File: src/rtl/ptlc_pkg.sv
// Constants, types and the LED path table for the presence trigger LED chaser.
package ptlc_pkg;

   localparam int unsigned HOLD_MS    = 2000;
   localparam int unsigned PATH_LEN   = 16;
   localparam int unsigned FACTOR_MAX = 10;
   localparam int unsigned STEP_UNIT  = HOLD_MS / (3 * PATH_LEN);

   localparam int unsigned CLOCK_W  = 32;
   localparam int unsigned DIST_W   = 11;
   localparam int unsigned DBAND_W  = 8;
   localparam int unsigned STEP_W   = $clog2(PATH_LEN);
   localparam int unsigned LED_W    = 5;
   localparam int unsigned AGE_W    = $clog2(HOLD_MS + 1);
   localparam int unsigned FACTOR_W = $clog2(FACTOR_MAX + 1);
   localparam int unsigned AGE10_W  = $clog2(FACTOR_MAX * HOLD_MS + 1);

   localparam logic [DIST_W-1:0]  DIST_MAX        = DIST_W'(1200);
   localparam logic [DIST_W-1:0]  NEAR_THRESH_RST = DIST_W'(100);
   localparam logic [DBAND_W-1:0] DEADBAND_RST    = DBAND_W'(3);

   // Configuration register indexes
   localparam logic CSR_NEAR_THRESHOLD = 1'b0;
   localparam logic CSR_DEADBAND       = 1'b1;

   typedef enum logic [1:0] {
      COLOUR_RED   = 2'd0,
      COLOUR_GREEN = 2'd1,
      COLOUR_WHITE = 2'd2
   } colour_type;

   typedef struct packed {
      logic [LED_W-1:0] outer;
      logic             present;
      logic [LED_W-1:0] inner;
   } path_led_type;

   // Outer ring LED and optional inner LED for each step of the path.
   function automatic path_led_type path_lookup(input logic [STEP_W-1:0] step);
      path_led_type r;
      r.present = 1'b0;
      r.inner   = '0;
      case (step)
         4'd0:  begin r.outer = 5'd0;  r.present = 1'b1; r.inner = 5'd6;  end
         4'd1:  begin r.outer = 5'd1;  end
         4'd2:  begin r.outer = 5'd2;  r.present = 1'b1; r.inner = 5'd7;  end
         4'd3:  begin r.outer = 5'd3;  end
         4'd4:  begin r.outer = 5'd4;  r.present = 1'b1; r.inner = 5'd8;  end
         4'd5:  begin r.outer = 5'd9;  end
         4'd6:  begin r.outer = 5'd14; r.present = 1'b1; r.inner = 5'd13; end
         4'd7:  begin r.outer = 5'd19; end
         4'd8:  begin r.outer = 5'd24; r.present = 1'b1; r.inner = 5'd18; end
         4'd9:  begin r.outer = 5'd23; end
         4'd10: begin r.outer = 5'd22; r.present = 1'b1; r.inner = 5'd17; end
         4'd11: begin r.outer = 5'd21; end
         4'd12: begin r.outer = 5'd20; r.present = 1'b1; r.inner = 5'd16; end
         4'd13: begin r.outer = 5'd15; end
         4'd14: begin r.outer = 5'd10; r.present = 1'b1; r.inner = 5'd11; end
         4'd15: begin r.outer = 5'd5;  end
         default: begin r.outer = 5'd0; end
      endcase
      return r;
   endfunction

endpackage

File: src/rtl/presence_trigger_led_chaser_core.sv
// Top level of the presence trigger LED chaser: trigger tracking, path stepping, result register.
//
// One request item is one polling pass. The block takes an item in every cycle in which
// req_tready is high: the whole pass (clock advance, trigger expiry, distance deadband,
// motion stamp, path step and LED lookup) is one stage of logic between the state
// registers and the result register, and its result appears on rsp_ in the cycle after
// acceptance. The result register acts as the output stage: while a result waits, a
// new item is still taken whenever the consumer takes the waiting one in the same
// cycle. The centre LED 12 is always lit and is not reported.
// Configuration writes are taken at any edge with csr_we high; write them only
// while no pass is in flight.
module presence_trigger_led_chaser_core (
   input  logic        clock,
   input  logic        reset,
   // request: [7:0] ms_elapsed, [8] button_pressed, [19:9] distance_cm,
   // [20] motion_low, [23:21] zero
   input  logic        req_tvalid,
   output logic        req_tready,
   input  logic [23:0] req_tdata,
   // request user: [0] distance_valid
   input  logic        req_tuser,
   // response: [3:0] path_step, [8:4] outer_led, [13:9] inner_led, [15:14] colour,
   // [16] distance_changed, [17] motion_started, [18] near_active,
   // [19] motion_active, [23:20] zero
   output logic        rsp_tvalid,
   input  logic        rsp_tready,
   output logic [23:0] rsp_tdata,
   // response user: [0] inner_led_present
   output logic        rsp_tuser,
   // configuration write port
   input  logic        csr_we,
   input  logic        csr_index,
   input  logic [10:0] csr_wdata
);
   import ptlc_pkg::*;

   // configuration
   logic [DIST_W-1:0]  near_thresh_ff;
   logic [DBAND_W-1:0] deadband_ff;

   // pass state
   logic [CLOCK_W-1:0] clock_ms_ff,  clock_ms_in;
   logic [CLOCK_W-1:0] near_stamp_ff, near_stamp_in;
   logic [CLOCK_W-1:0] motion_stamp_ff, motion_stamp_in;
   logic [CLOCK_W-1:0] next_step_ff, next_step_in;
   logic [DIST_W-1:0]  tracked_ff, tracked_in;
   logic [STEP_W-1:0]  step_ff, step_in;

   // result register
   logic        rsp_valid_ff;
   logic [23:0] rsp_data_ff, rsp_data_in;
   logic        rsp_user_ff, rsp_user_in;

   // unpacked request fields
   logic [7:0]        ms_elapsed;
   logic              button_pressed;
   logic [DIST_W-1:0] distance_cm;
   logic              motion_low;
   logic              distance_valid;

   logic               accept;
   logic [CLOCK_W-1:0] near_exp, motion_exp, newest;
   logic [DIST_W-1:0]  dist_clamped, dist_diff;
   logic               changed, started;
   logic [AGE_W-1:0]   age;
   logic [AGE10_W-1:0] age_x10;
   logic [FACTOR_W-1:0] factor;
   logic [CLOCK_W-1:0] delay;
   colour_type         colour;
   path_led_type       leds;

   assign ms_elapsed     = req_tdata[7:0];
   assign button_pressed = req_tdata[8];
   assign distance_cm    = req_tdata[19:9];
   assign motion_low     = req_tdata[20];
   assign distance_valid = req_tuser;

   // Take a new item when the output stage is empty or drains this cycle.
   assign req_tready = !rsp_valid_ff || rsp_tready;
   assign accept     = req_tvalid && req_tready;

   always_comb begin
      // advance the free-running clock first
      clock_ms_in = clock_ms_ff + CLOCK_W'(ms_elapsed);

      // button cancels both triggers, then drop stamps older than the hold time
      near_exp   = button_pressed ? '0 : near_stamp_ff;
      motion_exp = button_pressed ? '0 : motion_stamp_ff;
      if ((clock_ms_in - near_exp) > CLOCK_W'(HOLD_MS)) begin
         near_exp = '0;
      end
      if ((clock_ms_in - motion_exp) > CLOCK_W'(HOLD_MS)) begin
         motion_exp = '0;
      end

      // distance sample with deadband; near check uses the tracked value
      dist_clamped  = (distance_cm > DIST_MAX) ? DIST_MAX : distance_cm;
      dist_diff     = (tracked_ff > dist_clamped) ? (tracked_ff - dist_clamped)
                                                  : (dist_clamped - tracked_ff);
      changed       = 1'b0;
      tracked_in    = tracked_ff;
      near_stamp_in = near_exp;
      if (distance_valid) begin
         if (dist_diff > DIST_W'(deadband_ff)) begin
            tracked_in = dist_clamped;
            changed    = 1'b1;
         end
         if (tracked_in < near_thresh_ff) begin
            near_stamp_in = clock_ms_in;
         end
      end

      // motion pin; a stamp taken at clock zero still reads as idle
      started         = motion_low && (motion_exp == '0);
      motion_stamp_in = motion_low ? clock_ms_in : motion_exp;

      // step delay grows with the age of the newest trigger; every active stamp
      // is at most HOLD_MS old, so the low bits of the age are exact
      newest  = (near_stamp_in > motion_stamp_in) ? near_stamp_in : motion_stamp_in;
      age     = AGE_W'(clock_ms_in - newest);
      age_x10 = AGE10_W'(age) * AGE10_W'(FACTOR_MAX);
      factor  = FACTOR_W'(1);
      for (int k = 2; k <= FACTOR_MAX; k++) begin
         if (age_x10 >= AGE10_W'(k * HOLD_MS)) begin
            factor = FACTOR_W'(k);
         end
      end
      delay = CLOCK_W'(STEP_UNIT) * CLOCK_W'(factor);

      step_in      = step_ff;
      next_step_in = next_step_ff;
      if ((near_stamp_in != '0) || (motion_stamp_in != '0)) begin
         if (next_step_ff <= clock_ms_in) begin
            step_in      = step_ff + STEP_W'(1);
            next_step_in = clock_ms_in + delay;
         end
      end

      // colour follows the newer trigger; white when both stamps are equal
      if (near_stamp_in > motion_stamp_in) begin
         colour = COLOUR_RED;
      end else if (motion_stamp_in > near_stamp_in) begin
         colour = COLOUR_GREEN;
      end else begin
         colour = COLOUR_WHITE;
      end

      leds = path_lookup(step_in);

      rsp_data_in        = '0;
      rsp_data_in[3:0]   = step_in;
      rsp_data_in[8:4]   = leds.outer;
      rsp_data_in[13:9]  = leds.inner;
      rsp_data_in[15:14] = colour;
      rsp_data_in[16]    = changed;
      rsp_data_in[17]    = started;
      rsp_data_in[18]    = (near_stamp_in != '0);
      rsp_data_in[19]    = (motion_stamp_in != '0);
      rsp_user_in        = leds.present;
   end

   // configuration registers
   always_ff @(posedge clock) begin
      if (reset) begin
         near_thresh_ff <= NEAR_THRESH_RST;
         deadband_ff    <= DEADBAND_RST;
      end else if (csr_we) begin
         case (csr_index)
            CSR_NEAR_THRESHOLD: near_thresh_ff <= csr_wdata;
            CSR_DEADBAND:       deadband_ff    <= csr_wdata[DBAND_W-1:0];
            default:            near_thresh_ff <= near_thresh_ff;
         endcase
      end
   end

   // pass state: advance only on an accepted item
   always_ff @(posedge clock) begin
      if (reset) begin
         clock_ms_ff     <= '0;
         near_stamp_ff   <= '0;
         motion_stamp_ff <= '0;
         next_step_ff    <= '0;
         tracked_ff      <= '0;
         step_ff         <= '0;
      end else if (accept) begin
         clock_ms_ff     <= clock_ms_in;
         near_stamp_ff   <= near_stamp_in;
         motion_stamp_ff <= motion_stamp_in;
         next_step_ff    <= next_step_in;
         tracked_ff      <= tracked_in;
         step_ff         <= step_in;
      end
   end

   // output stage: hold the result until taken
   always_ff @(posedge clock) begin
      if (reset) begin
         rsp_valid_ff <= 1'b0;
      end else if (accept) begin
         rsp_valid_ff <= 1'b1;
      end else if (rsp_tready) begin
         rsp_valid_ff <= 1'b0;
      end
   end

   always_ff @(posedge clock) begin
      if (accept) begin
         rsp_data_ff <= rsp_data_in;
         rsp_user_ff <= rsp_user_in;
      end
   end

   assign rsp_tvalid = rsp_valid_ff;
   assign rsp_tdata  = rsp_data_ff;
   assign rsp_tuser  = rsp_user_ff;

endmodule
File: config.mk
export PLATFORM = sky130hd
export DESIGN_NAME = presence_trigger_led_chaser_core
export DESIGN_NICKNAME = d
export VERILOG_FILES = /design/src/rtl/ptlc_pkg.sv /design/src/rtl/presence_trigger_led_chaser_core.sv
export SDC_FILE = /design/constraint.sdc
export NUM_CORES = 1
export LEC_CHECK = 0
export ABC_CLOCK_PERIOD_IN_PS = 30400
export BUFFER_PORTS_ARGS = -buffer_cell sky130_fd_sc_hd__buf_2
export CAP_MARGIN = 20
export CORE_MARGIN = 2
export CORE_UTILIZATION = 45
export CTS_BUF_LIST = sky130_fd_sc_hd__clkbuf_8 sky130_fd_sc_hd__clkbuf_16
export DETAILED_ROUTE_END_ITERATION = 8
export GPL_TIMING_DRIVEN = 0
export PLACE_DENSITY_LB_ADDON = 0.3
export SLEW_MARGIN = 20
export SYNTH_ARGS = -nofsm -noshare
export SYNTH_HDL_FRONTEND = slang
export SYNTH_SLANG_ARGS = --single-unit
File: constraint.sdc
create_clock -name clock -period 30.4 [get_ports clock]
set_input_delay 3.04 -clock clock [delete_from_list [all_inputs] [get_ports clock]]
set_output_delay 3.04 -clock clock [all_outputs]
set_load 0.1 [all_outputs]
==> flow_summary.ini, run 1 <==
[setup_path]
startpoint_type = input pin
worstPathMaxFanout = 10
worstSetupPathType = input pin to register
crit_path_end = next_step_ff[31]
worst_path_largest_cell_delay_ns = 0.98
required_ns = 30.74
worst_r2r_path_cells = 83
r2r_setup_slk_ns = 8.95
crit-reg2reg-launch = tracked_ff[7]
worst_path_max_delay_cell = sky130_fd_sc_hd__nor3_1
regToRegEndpoint = next_step_ff[31]
worst_path_most_repeated_cell = sky130_fd_sc_hd__ha_1
crit_end_category = register
worst_ep_arrival_time_ns = 25.57
worst_setup_path_startpoint = req_tdata[9]

[detailed_routing]
drt-vias-per-instance = 6.24
ant_nets = 0
first_pass_iteration_count_of_the_detailed_router = 6
first_iter_violations = 1845
routed_wirelength_um = 65200
num_vias = 19653
post_drt_wl_per_cell_um = 20.7
remaining_drc_errors = 0

[yosys]
netlist_instances = 2519
synth_area_um2 = 18800
yosys.area_share.simple_pct = 23.1
synth_top_cell_area_share_pct = 17.3
area_leader_netlist = sky130_fd_sc_hd__dfxtp_1
synth_most_common_cell = sky130_fd_sc_hd__nand2_1
ys_async_sr_fraction_pct = 0
ys_dominant_reg_cell = sky130_fd_sc_hd__dfxtp_1
dominant_combinational_cell_family_by_area_after_synthesis = compound AO/OA/AOI/OAI gates
synth-seq-cells = 184
edff_count_synth = 21
synth_seq_area_share_pct = 20.7
number_of_warning_messages_in_the_yosys_log = 0
synth_adder_area_share_pct = 15.7
synth_common_cells = sky130_fd_sc_hd__nand2_1, sky130_fd_sc_hd__nor2_1, sky130_fd_sc_hd__ha_1
yosysUniqueCellTypes = 95
post_synthesis_share_of_cell_area_spent_on_xor_and_xnor_gates_pct = 6.30
area_contributors_post_synth = sky130_fd_sc_hd__dfxtp_1, sky130_fd_sc_hd__ha_1, sky130_fd_sc_hd__nand2_1, sky130_fd_sc_hd__a21oi_1, sky130_fd_sc_hd__nor2_1
multiplexer_share_of_the_synthesized_area_pct = 3.28
synth_compound_gate_area_share_pct = 25.1
post_synth.cell_area_avg_um2 = 7.48

[final_layout]
final_layout_size_suffix_gt1_share_pct = 6.81
sequential_cell_area_um2 = 3890
finalInstanceArea_um2 = 20400
utilization_pct = 49.7
final_layout_net_count = 2874
final.fill_count = 4159
area_of_the_multi_input_gates_um2 = 13900
diodes = 0
area.growth.synth_to_final_pct = 8.43

[clock_tree]
hold_fix_buffers_cts = 0
clkTransAtPathRegs_ns = 0.08
clock_latency_ns = 0.46
post_cts_buffers = 0
cts.root.buffer_cell = sky130_fd_sc_hd__clkbuf_16
cts_htree_levels = 4
cts_inserted_buffers = 17
cts.path.max_buffers = 2
clock_tree_from_tritoncts = done
cts.sinks = 184
post_cts.resized_instances = 0

[floorplanning]
die_area_um2 = 43500
die_w_um = 209
placement_rows = 74
coreArea_um2 = 41100
start_util_pct = 45.8
design.portCount = 69
die_y_um = 209

[power_and_ir_drop]
vdd_drop_max_mv = 0.301
p_per_area_nw_per_um2 = 108
finalPower_mw = 2.20
leakagePower_nw = 8.50

[timing]
rsz0062_at_grt = false
finalHoldViolCount = 0
finalWorstPathRequiredPeriod_ns = 25.24
fmax_ghz = 0.0396
maxSlewHeadroom_pct = 19.6
setup-tns-final_ns = 0
clock_tree_skew_after_final_layout_ns = 0.0105
fin_max_slew_vios = 0
layout_worst_path_cycle_share_pct = 83.0
worstMarginPinSlew_ns = 1.20
setup_viol = 0

[global_routing]
globalRoute.totalOverflow = 0
grt_antenna_before_repair = 0
grt_first_pass_wirelength_um = 102000
first_global_vias = 18566
global_route.usage.total_pct = 29.4
maximum_number_of_pins_on_one_net_before_global_route_repair = 28

[run]
cap_viol_max_count = 0

[placed_design]
place_hpwl_um = 51500
detailed_place.area_um2 = 19900
io_buffers = 59
gp_congestion = 0.999

[hold_path]
min-delay-path-class = register to register

[status]
status = complete, no violations
## worst min-delay path by stage
| stage | start | to | slack (ns) | cells after the start |
|---|---|---|---|---|
| 3_5_place_dp | deadband_ff[7] | deadband_ff[7] | 0.45 | 2 |
| 3_3_place_gp | deadband_ff[5] | deadband_ff[5] | 0.44 | 2 |
| 6_report | deadband_ff[7] | deadband_ff[7] | 0.46 | 2 |
| 5_1_grt | deadband_ff[6] | deadband_ff[6] | 0.48 | 2 |
| 2_1_floorplan | next_step_ff[18] | next_step_ff[18] | 0.44 | 2 |
| 4_1_cts | deadband_ff[7] | deadband_ff[7] | 0.46 | 2 |
## layout make-up
type                            instances  share of cell area [%]
Sequential cell                       184                    19.1
Buffer                                133                    2.71
Timing Repair Buffer                   61                    1.60
Multi-Input combinational cell       2060                    68.0
Clock buffer                           17                    2.08
Clock inverter                         15                   0.643
Inverter                              145                    2.66
Tap cell                              532                    3.26
## critical path, delay by kind of cell
| kind | cells | cell delay [ns] |
|---|---|---|
| adders and majority gates | 10 | 2.96 |
| xor gates and xnor gates | 4 | 0.84 |
| and+or+nand+nor | 22 | 6.60 |
| buffers and inverters | 10 | 2.77 |
| AOI/OAI and AO/OA | 39 | 8.48 |
| muxes | 3 | 0.87 |
## per-layer routing
layer | vias up | wire length, µm | GRT usage, %
met3 | 184 | 5200 | 4.00
met5 | - | 0 | 0
met4 | 0 | 2820 | 11.6
met1 | 9270 | 27600 | 38.2
met2 | 870 | 29700 | 49.4
li1 | 9329 | - | -
## cells by family (layout without fill, tap and decap cells)
kind of cell / count (synthesis) / in the layout
mux: 60 / 60
buf+inv: 278 / 371
xor+xnor: 129 / 129
other cells: 1 / 4
flops: 184 / 184
compound gates: 719 / 719
simple gates: 918 / 918
fa+ha+maj: 230 / 230
## cells in the final DEF, fill, tap and decap left out, types with 50 or more instances in the layout
cell	count
sky130_fd_sc_hd__inv_1	140
sky130_fd_sc_hd__nand2_1	339
sky130_fd_sc_hd__nor3_1	50
sky130_fd_sc_hd__clkbuf_1	104
sky130_fd_sc_hd__a211oi_1	86
sky130_fd_sc_hd__nand4_1	59
sky130_fd_sc_hd__xnor2_1	89
sky130_fd_sc_hd__a21oi_1	196
sky130_fd_sc_hd__ha_1	219
sky130_fd_sc_hd__nor2_1	224
sky130_fd_sc_hd__o21ai_0	127
sky130_fd_sc_hd__dfxtp_1	163
sky130_fd_sc_hd__a21o_1	54
sky130_fd_sc_hd__buf_2	72
## sequential cells by signal, summed over array words and instances (netlist names)
register,cells
tracked_ff,11
rsp_tdata,20
clock_ms_ff,32
rsp_tuser,1
next_step_ff,32
step_ff,4
motion_stamp_ff,32
rsp_tvalid,1
near_stamp_ff,32
near_thresh_ff,11
deadband_ff,8
## per-stage QoR
step | cells | hold slack (ns) | worst slack [ns]
after CTS | 3147 | 0.459 | 5.53
after global routing | 3147 | 0.483 | 3.69
after detailed placement | 3115 | 0.449 | 5.18
final | 3147 | 0.457 | 5.16
after floorplan | 2522 | 0.436 | 9.84
after global placement | 3113 | 0.445 | 5.50
## where the power goes
group	internal [mW]	switching, mW
clock network	0.108	0.115
logic	0.702	0.998
registers	0.264	0.0131
Note: power is estimated with default switching activity, not from simulation.
==> run 2, diff against run 1 <==
--- a/config.mk
+++ b/config.mk
@@ -5,7 +5,7 @@
 export SDC_FILE = /design/constraint.sdc
 export NUM_CORES = 1
 export LEC_CHECK = 0
-export ABC_CLOCK_PERIOD_IN_PS = 30400
+export ABC_CLOCK_PERIOD_IN_PS = 20700
 export BUFFER_PORTS_ARGS = -buffer_cell sky130_fd_sc_hd__buf_2
 export CAP_MARGIN = 20
 export CORE_MARGIN = 2
==> constraint.sdc (replaced) <==
create_clock -name clock -period 20.7 [get_ports clock]
set_input_delay 2.07 -clock clock [delete_from_list [all_inputs] [get_ports clock]]
set_output_delay 2.07 -clock clock [all_outputs]
set_load 0.1 [all_outputs]
==> flow_summary.ini, run 2 (synthesis results as in run 1) <==
[status]
status = complete, no violations

[clock_tree]
hold_fix_buffers_cts = 0
cts.root.buffer_cell = sky130_fd_sc_hd__clkbuf_16
cts_htree_levels = 4
cts_inserted_buffers = 17
cts.sinks = 184
clock_tree_from_tritoncts = done
clock_latency_ns = 0.46
cts.path.max_buffers = 2
clkTransAtPathRegs_ns = 0.08

[setup_path]
worst_path_largest_cell_delay_ns = 0.57
worst_path_max_delay_cell = sky130_fd_sc_hd__or4_4
worst_path_most_repeated_cell = sky130_fd_sc_hd__ha_1
worstSetupPathType = input pin to register
worst_ep_arrival_time_ns = 20.21
worst_r2r_path_cells = 81
crit_end_category = register
worstPathMaxFanout = 10
required_ns = 21.04
startpoint_type = input pin

[global_routing]
grt_antenna_before_repair = 1
first_global_vias = 18662
globalRoute.totalOverflow = 0
global_route.usage.total_pct = 29.5
grt_first_pass_wirelength_um = 103000
maximum_number_of_pins_on_one_net_before_global_route_repair = 28

[timing]
maxSlewHeadroom_pct = 19.2
clock_tree_skew_after_final_layout_ns = 0.0106
setup_viol = 0
finalHoldViolCount = 0
worstMarginPinSlew_ns = 1.20
fmax_ghz = 0.0503
setup_ws_ns = 0.828
layout_worst_path_cycle_share_pct = 96.0
finalWorstPathRequiredPeriod_ns = 19.87
fin_max_slew_vios = 0
setup-tns-final_ns = 0

[detailed_routing]
drt-vias-per-instance = 6.24
ant_nets = 0
remaining_drc_errors = 0
num_vias = 19681
routed_wirelength_um = 66000
first_pass_iteration_count_of_the_detailed_router = 5
first_iter_violations = 1718
post_drt_wl_per_cell_um = 20.9

[final_layout]
utilization_pct = 50.7
mostFrequentLayoutCell = sky130_fd_sc_hd__nand2_1
diodes = 0
final_layout_net_count = 2883
area.growth.synth_to_final_pct = 10.6
most-common-layout-cells = sky130_fd_sc_hd__nand2_1, sky130_fd_sc_hd__nor2_1, sky130_fd_sc_hd__ha_1, sky130_fd_sc_hd__a21oi_1, sky130_fd_sc_hd__dfxtp_1
final_layout_size_suffix_gt1_share_pct = 9.41

[floorplanning]
placement_rows = 74
design.portCount = 69
die_y_um = 209
die_area_um2 = 43500
coreArea_um2 = 41100
die_w_um = 209
start_util_pct = 45.8

[power_and_ir_drop]
p_per_area_nw_per_um2 = 165
leakagePower_nw = 8.66
finalPower_mw = 3.44
vdd_drop_max_mv = 0.514

[hold_path]
min-delay-path-class = register to register
worst_hold_stages = 2

[run]
cap_viol_max_count = 0

[placed_design]
gp_congestion = 0.999
io_buffers = 59
place_hpwl_um = 51500
preCtsSetupSlack_ns = -3.55
==> run 2: report_power, final <==
part	internal, mW	switching [mW]
Sequential	0.388	0.0192
Clock	0.159	0.167
Combinational	1.13	1.58
==> run 2: final timing paths <==
kind	from	end	slack, ns
min	deadband_ff[7]	deadband_ff[7]	0.46
max	req_tdata[9]	next_step_ff[31]	0.83
max reg2reg	tracked_ff[8]	next_step_ff[31]	3.29
min reg2reg	deadband_ff[7]	deadband_ff[7]	0.46
==> run 2: through the flow <==
step	hold slack, ns	instances	area, µm²
after floorplan	0.436	2522	18900
after global placement	0.445	3113	19800
after detailed placement	0.449	3115	19900
after CTS	0.459	3153	20600
after global routing	0.483	3156	20800
final	0.457	3156	20800
==> run 2: repair_timing <==
action / 4_1_cts / 5_1_grt
buffers inserted: 8 / 5
setup endpoints to repair: 31 / 24
resized for setup: 43 / 50
pin swaps: 7 / 7
cloned: 0 / 0
==> run 2: critical path: cells and delay by family <==
kind,cells,cell delay [ns]
compound gates,39,7.18
xor+xnor,4,0.76
mux,3,0.82
buf+inv,10,1.66
simple gates,21,4.68
fa+ha+maj,10,3.01
==> run 2: area by class of cell <==
type | instances | area, µm²
buffer | 129 | 569
clock buffer | 17 | 425
clock inverter | 15 | 131
fill | 4113 | 20300
inverter | 145 | 544
multi-input combinational | 2060 | 14200
sequential | 184 | 3890
tap | 532 | 666
timing repair buffer | 74 | 424
==> run 2: routing by layer <==
metal / track usage (%) / vias to the layer above / part of all wire (%)
met4: 11.1 / 2 / 3.8
met1: 38.2 / 9390 / 43
li1: - / 9336 / -
met2: 50.0 / 800 / 46
met3: 4.03 / 153 / 7.3
met5: 0 / - / 0.020
